==> config.mk <==
export PLATFORM = sky130hd
export DESIGN_NAME = qau_root
export DESIGN_NICKNAME = d
export VERILOG_FILES = /design/src/qau_pkg.sv /design/src/qau_root.sv
export SDC_FILE = /design/constraint.sdc
export NUM_CORES = 1
export LEC_CHECK = 0
export BUFFER_PORTS_ARGS = -buffer_cell sky130_fd_sc_hd__buf_4
export CAP_MARGIN = 40
export CORE_AREA = 2 2 292 352
export DETAILED_ROUTE_END_ITERATION = 7
export DIE_AREA = 0 0 294 354
export PLACE_DENSITY = 0.54
export SLEW_MARGIN = 20
export SYNTH_ARGS = -nofsm -noshare
export SYNTH_HDL_FRONTEND = slang
export SYNTH_SLANG_ARGS = --single-unit
==> constraint.sdc <==
create_clock -name clk -period 6.2 [get_ports clk]
set_input_delay 0.31 -clock clk [delete_from_list [all_inputs] [get_ports clk]]
set_output_delay 0.31 -clock clk [all_outputs]
set_load 0.03 [all_outputs]
==> src/qau_pkg.sv <==
`timescale 1ns / 1ps
package qau_pkg;

	typedef logic signed [15:0] comp_t;
	typedef logic [3:0] func_t;

	typedef struct packed {
		logic signed [15:0] val;
		logic               sat;
	} clip_t;

	localparam func_t FN_ADD   = 4'd0;
	localparam func_t FN_SUB   = 4'd1;
	localparam func_t FN_NEG   = 4'd2;
	localparam func_t FN_MUL   = 4'd3;
	localparam func_t FN_SCALE = 4'd4;
	localparam func_t FN_CONJ  = 4'd5;
	localparam func_t FN_NORM  = 4'd6;
	localparam func_t FN_MOD   = 4'd7;
	localparam func_t FN_INV   = 4'd8;

	// root bits of the 33-bit squared norm; the divider spends one stage on overflow
	localparam int unsigned UNIT_DEPTH = 17;

	// sign pattern of the Hamilton product: bit j set means the a[j] term is subtracted
	localparam logic [3:0] HAM_NEG [4] = '{4'b1110, 4'b1000, 4'b0010, 4'b0100};

	function automatic clip_t clip16(input logic signed [39:0] v);
		clip_t r;
		r.sat = 1'b0;
		r.val = v[15:0];
		if (v > 40'sd32767) begin
			r.val = 16'sh7fff;
			r.sat = 1'b1;
		end else if (v < -40'sd32768) begin
			r.val = 16'sh8000;
			r.sat = 1'b1;
		end
		return r;
	endfunction

endpackage

==> src/qau_root.sv <==
`timescale 1ns / 1ps
module qau_root (
	input  logic        clk,
	input  logic        adv,
	input  logic [32:0] sq_sum,
	output logic [17:0] root
);
	import qau_pkg::*;

	localparam int unsigned RTW = 21;

	logic [RTW-1:0] rem_u  [UNIT_DEPTH];
	logic [16:0]    root_u [UNIT_DEPTH];
	logic [33:0]    rad_u  [UNIT_DEPTH];

	genvar t;
	generate
		for (t = 0; t < UNIT_DEPTH; t++) begin : g_step
			logic [RTW-1:0] rem_in, r2, trial;
			logic [16:0]    root_in;
			logic [33:0]    rad_in;
			logic           ge;

			if (t == 0) begin : g_first
				assign rem_in  = '0;
				assign root_in = '0;
				assign rad_in  = {1'b0, sq_sum};
			end else begin : g_rest
				assign rem_in  = rem_u[t-1];
				assign root_in = root_u[t-1];
				assign rad_in  = rad_u[t-1];
			end

			// bring down the next two radicand bits and try root*4+1
			assign r2    = RTW'({rem_in, rad_in[33:32]});
			assign trial = RTW'({root_in, 2'b01});
			assign ge    = r2 >= trial;

			always_ff @(posedge clk) begin
				if (adv) begin
					rem_u[t]  <= ge ? r2 - trial : r2;
					root_u[t] <= {root_in[15:0], ge};
					rad_u[t]  <= rad_in << 2;
				end
			end
		end
	endgenerate

	// round to nearest: step up when the remainder exceeds the root
	always_comb begin
		if (rem_u[UNIT_DEPTH-1] > RTW'(root_u[UNIT_DEPTH-1]))
			root = 18'(root_u[UNIT_DEPTH-1]) + 18'd1;
		else
			root = 18'(root_u[UNIT_DEPTH-1]);
	end

endmodule

==> results of run 1 <==
timing repair:
action / CTS / global route
endpoints found under the hold margin: 33 / 0
hold buffers: 33 / 0
setup buffers: 0 / 0
flip-flops by register name, summed over array words and instances, names as in the netlist:
signal	flops
rem_u	297
rad_u	272
root_u	153
stage by stage:
| step | hold slack (ns) | setup slack (ns) | area [um^2] | util | cells |
|---|---|---|---|---|---|
| 6_report | 0.244 | 2.30 | 38900 | 0.386 | 4142 |
| 5_1_grt | 0.283 | 2.08 | 38900 | 0.386 | 4142 |
| 3_5_place_dp | 0.405 | 2.79 | 36100 | 0.358 | 3966 |
| 3_3_place_gp | 0.400 | 2.85 | 36000 | 0.358 | 3965 |
| 4_1_cts | 0.290 | 2.17 | 38800 | 0.386 | 4140 |
| 2_1_floorplan | 0.400 | 3.44 | 34100 | - | 2640 |
power groups by stage:
stage                     Clock, uW  Combinational, uW  Sequential, uW
after floorplan                   0               1580            6390
after global placement            0               2070            6530
after detailed placement          0               2120            6540
after CTS                      4650               2140            6440
after global routing           4840               2400            6490
final                          4490               2120            6430
final timing paths:
kind	from	endpoint
worst min register to register	rad_u[0][207]	rad_u[0][241]
worst max-delay path	rem_u[16][19]	root[15]
worst max register to register	rem_u[9][0]	rem_u[10][18]
worst min-delay path	adv	rad_u[0][6]
Yosys cell counts (14+ instances only):
library cell / count
o21ai_0: 128
a211oi_1: 14
ha_1: 189
o31ai_1: 14
nor2b_1: 29
mux2_2: 23
edfxtp_1: 722
o21bai_1: 16
nand2_1: 163
inv_1: 222
nand3_1: 52
nor4_1: 28
nand4_1: 32
nor2_1: 174
clkbuf_1: 21
o21a_1: 36
nand2b_1: 45
xnor2_1: 132
or3_1: 19
a21oi_1: 173
xor2_1: 104
nor3_1: 78
buf_2: 14
a21o_1: 40
final cells by class:
type                            count  share of cell area
Sequential cell                   722               0.558
Clock inverter                     45              0.0116
Multi-Input combinational cell   1655               0.293
Tap cell                         1300              0.0418
Clock buffer                       96              0.0514
Timing Repair Buffer              100              0.0231
Inverter                          224              0.0216
cells by family (layout without fill, tap and decap cells):
group	after synthesis	after routing	synth area share
adder cells (fa/ha/maj)	189	189	0.0694
multiplexers	29	29	0.00944
AND/OR/NAND/NOR	695	695	0.102
flip-flops	722	722	0.637
other	1	1	0.000110
buffers and inverters	263	465	0.0297
XOR/XNOR	236	236	0.0607
AO/OA/AOI/OAI	505	505	0.0916
layout by cell type, fill, tap and decap left out, types with 10 or more instances in the layout:
cell / synthesis / final
a211oi_1: 14 / 14
a21boi_0: 11 / 11
a21o_1: 40 / 40
a21oi_1: 173 / 173
and3_1: 12 / 12
buf_4: 2 / 60
clkbuf_1: 21 / 19
clkbuf_16: 0 / 77
clkinv_1: 0 / 16
clkinv_2: 0 / 11
dlygate4sd3_1: 0 / 33
edfxtp_1: 722 / 722
ha_1: 189 / 189
inv_1: 222 / 222
mux2_2: 23 / 23
nand2_1: 163 / 163
nand2b_1: 45 / 45
nand3_1: 52 / 52
nand3b_1: 11 / 11
nand4_1: 32 / 32
nor2_1: 174 / 174
nor2b_1: 29 / 29
nor3_1: 78 / 77
nor4_1: 28 / 28
o211ai_1: 10 / 10
o21a_1: 36 / 36
o21ai_0: 128 / 128
o21bai_1: 16 / 16
o31ai_1: 14 / 14
or3_1: 19 / 19
xnor2_1: 132 / 132
xor2_1: 104 / 104
metal layers:
layer	vias to the layer above	GRT usage
met5	-	0
met4	0	0.0599
met3	140	0.0190
met2	382	0.228
met1	9643	0.138
li1	10000	-
==> qor.txt, run 1 <==
Design Power - 13000 uW
vias post-DR - 20200
pwr dens - 335 nW/um^2
Initial Util - 0.338
vias in the first global route - 20500
met2 WL - 33.7 mm
CTS Buffer Depth - 3
grt ovf - 0
Clk Latency, worst-skew pair - 0.65 ns
Port Buffers - 52
LEAKAGE - 0.0148 uW
multi-input logic area - 11400 um^2
root buffer selected by CTS - clkbuf_16
cell at the slowest stage of the critical path - nor4_1
First-pass DRT Iterations - 5
Syn Nets - 2864
H-Tree Depth - 3
total I/O pin count - 53
P_sw - 3460 uW
DP Wirelength - 45.7 mm
critical path depth - 8
status - completed
Slew Limit Fails - 0
Post-synth EDFFs - 722
maximum vdd drop - 0.233 mV
fin crit period - 3.90 ns
#FFs+latches synth - 722
Cell Chain, Critical Path - nor4_1 -> and3_1 -> a21boi_0 -> o21a_1 -> and4b_1 -> nand4_1 -> xnor2_1 -> buf_4
Fin Setup TNS - 0 ns
register area share after synthesis - 0.637
diode count - 0
DR iter-0 viols - 1178
Register Area - 21700 um^2
post-synth top area cell - edfxtp_1
Worst setup EP type - output pin
delay-heaviest family, CP - simple AND/OR/NAND/NOR gates
pin count of the biggest net entering global routing - 181
Worst Path Buf+Inv - 1
clock group share of total power - 0.344
layout filler cell count - 9431
detailed-route wire length per cell - 15.5 um
final worst path period share - 0.629
cell area after synthesis - 34100 um^2
cell row count - 128
Inserted Clock Buffers - 77
Core Footprint - 101000 um^2
Max Cap Viol - 0
Avg Inst Size Synth - 12.9 um^2
normalized max-slew margin - 0.349
CP peak stage delay - 0.69 ns
share of cells above drive strength 1 - 0.0799
combinational share of power - 0.163
Max FO, Critical Path - 15
DRC viols - 0
Internal - 9580 uW
worst reg2reg path depth - 9
Sw Share - 0.265
initial antenna violation count - 0
Worst Skew - 0.0381 ns
top_reg_cell synth - edfxtp_1
Yosys top cell area share - 0.637
Worst-Margin Slew - 0.977 ns
Die W - 294 um
CTS tree - done
clock sinks - 722
wire length of the first global-routing pass - 104 mm
M1 WL - 25.5 mm
worst hold path type - in2reg
top cells by area, synth - edfxtp_1, ha_1, xnor2_1
final setup fails - 0
vias per cell - 4.87
Netlist cell types - 80
GP Congestion - 0.870
Nets - 3004
Synth async-reset ratio - 0
Die Y-Extent - 354 um
CTS resizes - 0
routed wl met3 - 2.23 mm
Routed Antenna Nets - 0
Setup CP Type - reg2out
GRT Total Usage - 0.124
Post-Synthesis Cells - 2640
Worst setup SP type - flip-flop
final hold vios - 0
DIE AREA - 104000 um^2
unrepaired setup endpoints after global routing - no
Critical Path AT - 3.59 ns
top sig layer - met4
yosys warns - 0
reg-to-reg slack, setup - 2.73 ns
Critical Path RT - 5.89 ns
cell depth of the worst hold path - 1
clock-pin slew on the worst setup and hold paths - 0.06 ns
Sequential Power Share - 0.493
Routed WL - 64.1 mm
synth-to-layout area growth - 14.2%
Peak Freq - 0.257 GHz
Power figures use the tool's default switching activity.
==> run 2: changes to the inputs <==
Clock period 6.2 ns to 4 ns, I/O delays scaled along.
==> qor.txt, run 2 (synthesized netlist as in run 1, its figures left out) <==
status - completed
commonest non-fill, non-tap cell in the layout - edfxtp_1
final setup fails - 0 (unchanged)
DIE AREA - 104000 um^2 (unchanged)
largest registers - rem_u (297), rad_u (272), root_u (153)
normalized max-slew margin - 0.476 (+0.127)
GRT Total Usage - 0.121 (-0.00223)
final hold vios - 0 (unchanged)
Setup CP Type - reg2out
CP peak stage delay - 0.45 ns (-0.24 ns)
clock-pin slew on the worst setup and hold paths - 0.06 ns (about the same)
DRC viols - 0 (unchanged)
root buffer selected by CTS - clkbuf_16
dpl cells - 3974 (+0.20%)
Fin Setup TNS - 0 ns (unchanged)
most frequent cells in the layout - edfxtp_1, inv_1, ha_1, nor2_1, a21oi_1
P_sw - 5290 uW (+53%)
LEAKAGE - 0.0149 uW (+0.50%)
Routed WL - 63.3 mm (-1.3%)
Routed Antenna Nets - 0 (unchanged)
pwr dens - 521 nW/um^2 (+55%)
First-pass DRT Iterations - 5 (unchanged)
Sequential Power Share - 0.490 (-0.003)
Port Buffers - 52 (unchanged)
cell depth of the worst hold path - 1 (unchanged)
diode count - 0 (unchanged)
worst reg2reg path depth - 8 (-1)
Critical Path RT - 3.80 ns (-2.09 ns)
final worst path period share - 0.903
Clk Latency, worst-skew pair - 0.63 ns (-0.02 ns)
Max Cap Viol - 0 (unchanged)
vias post-DR - 20300 (+0.67%)
wire length of the first global-routing pass - 103 mm (-1.2%)
Design Power - 20300 uW (+56%)
DR iter-0 viols - 919 (-22%)
Core Footprint - 101000 um^2 (unchanged)
synth-to-layout area growth - 14.6%
fin crit period - 3.61 ns
Post-CTS Setup Bufs - 0 (unchanged)
Worst setup EP type - output pin
GP Congestion - 0.862 (-1.0%)
Critical Path AT - 3.41 ns (-0.18 ns)
total I/O pin count - 53 (unchanged)
CTS tree - done
Worst-Margin Slew - 0.781 ns (-0.196 ns)
most flop-heavy register - rem_u
initial antenna violation count - 0 (unchanged)
grt ovf - 0 (unchanged)
Die Y-Extent - 354 um (unchanged)
final hold slack - 0.113 ns (-0.130 ns)
Peak Freq - 0.277 GHz
most common cell type on the critical path - nand4_1
share of cells above drive strength 1 - 0.0849 (+0.00501)
Die W - 294 um (unchanged)
Finished Layout Cells - 4151 (+0.22%)
cell row count - 128 (unchanged)
H-Tree Depth - 3 (unchanged)
Nets - 3012 (+0.27%)
Finished Core Util - 0.387 (+0.00153)
Worst Skew - 0.0252 ns (-0.0129 ns)
cell at the slowest stage of the critical path - edfxtp_1
Internal - 15100 uW (+57%)
vias in the first global route - 20900 (+1.9%)
Max FO, Critical Path - 15 (unchanged)
maximum vdd drop - 0.366 mV (+57%)
Inserted Clock Buffers - 78 (+1.3%)
vias per cell - 4.89 (+0.45%)
max reg flops - 297 (unchanged)
Slew Limit Fails - 0 (unchanged)
Initial Util - 0.338 (unchanged)
combinational share of power - 0.163 (about the same)
DP Wirelength - 45.3 mm (-1.1%)
Worst setup SP type - flip-flop
detailed-route wire length per cell - 15.2 um (-1.5%)
unrepaired setup endpoints after global routing - no
worst hold path type - in2reg
CTS Buffer Depth - 3 (unchanged)
clock group share of total power - 0.348 (+0.004)
Cell Chain, Critical Path - inv_1 -> ha_1 -> nand4_1 -> nor2_1 -> and3_1 -> a21boi_0 -> o21a_2 -> and4b_1 -> nand4_1 -> xnor2_1 -> buf_4
pin count of the biggest net entering global routing - 116 (-36%)
clock sinks - 722 (unchanged)
Sw Share - 0.260 (-0.00530)
==> run 2: changes by cell type in the layout (fill, tap and decap cells not counted), moves of 3 or more <==
cell / before / now
buf_4: 60 / 65
buf_12: 3 / 7
clkinvlp_4: 3 / 7
clkbuf_1: 19 / 16
clkinv_8: 3 / 0
==> run 2: repair_timing <==
action,4_1_cts,5_1_grt
gates resized for setup,0,1
hold buffers,33,0
endpoints found under the hold margin,33,0
setup endpoints to repair,0,2
==> run 2: area by class of cell <==
class,count,area (um^2)
clock inverters,48,480
inverters,224,841
flip-flops and latches,722,21700
well taps,1300,1630
multi-input cells,1655,11400
clock buffers,95,2040
repair buffers,107,988
fillers,9394,61700
==> run 2: critical path, delay by kind of cell, from the launching register on <==
kind / cells / cell delay (ns)
AOI/OAI and AO/OA: 2 / 0.57
DFF: 1 / 0.45
buffers and inverters: 2 / 0.27
adders and majority gates: 1 / 0.30
and+or+nand+nor: 5 / 0.99
xor gates and xnor gates: 1 / 0.20
==> run 2: worst paths after layout <==
path,from,endpoint,slack [ns]
hold reg to reg,rad_u[0][413],rad_u[0][447],0.40
setup reg to reg,rem_u[15][0],rem_u[16][6],0.61
setup / recovery,root_u[2][14],root[15],0.39
hold / removal,adv,rad_u[0][6],0.11
==> run 2: power by group through the flow <==
stage / Clock, uW / Combinational (uW) / Sequential [uW]
2_1_floorplan: 0 / 2450 / 9900
3_3_place_gp: 0 / 3210 / 10100
3_5_place_dp: 0 / 3290 / 10100
4_1_cts: 7340 / 3330 / 9970
5_1_grt: 7630 / 3720 / 10100
6_report: 7080 / 3310 / 9960
==> run 2: stage by stage <==
step                      cell area, um^2  setup WS, ns
after floorplan                     34100          1.33
after global placement              36200         0.644
after detailed placement            36200         0.598
after CTS                           39000         0.114
after global routing                39000        0.0912
final                               39000         0.387
==> run 2: layer usage <==
layer  share of wire  vias up  global-route usage
met5               0        -                   0
met4           0.041        0              0.0605
met3           0.033      137              0.0195
met2            0.53      389               0.227
met1            0.40     9757               0.132
li1                -    10000                   -
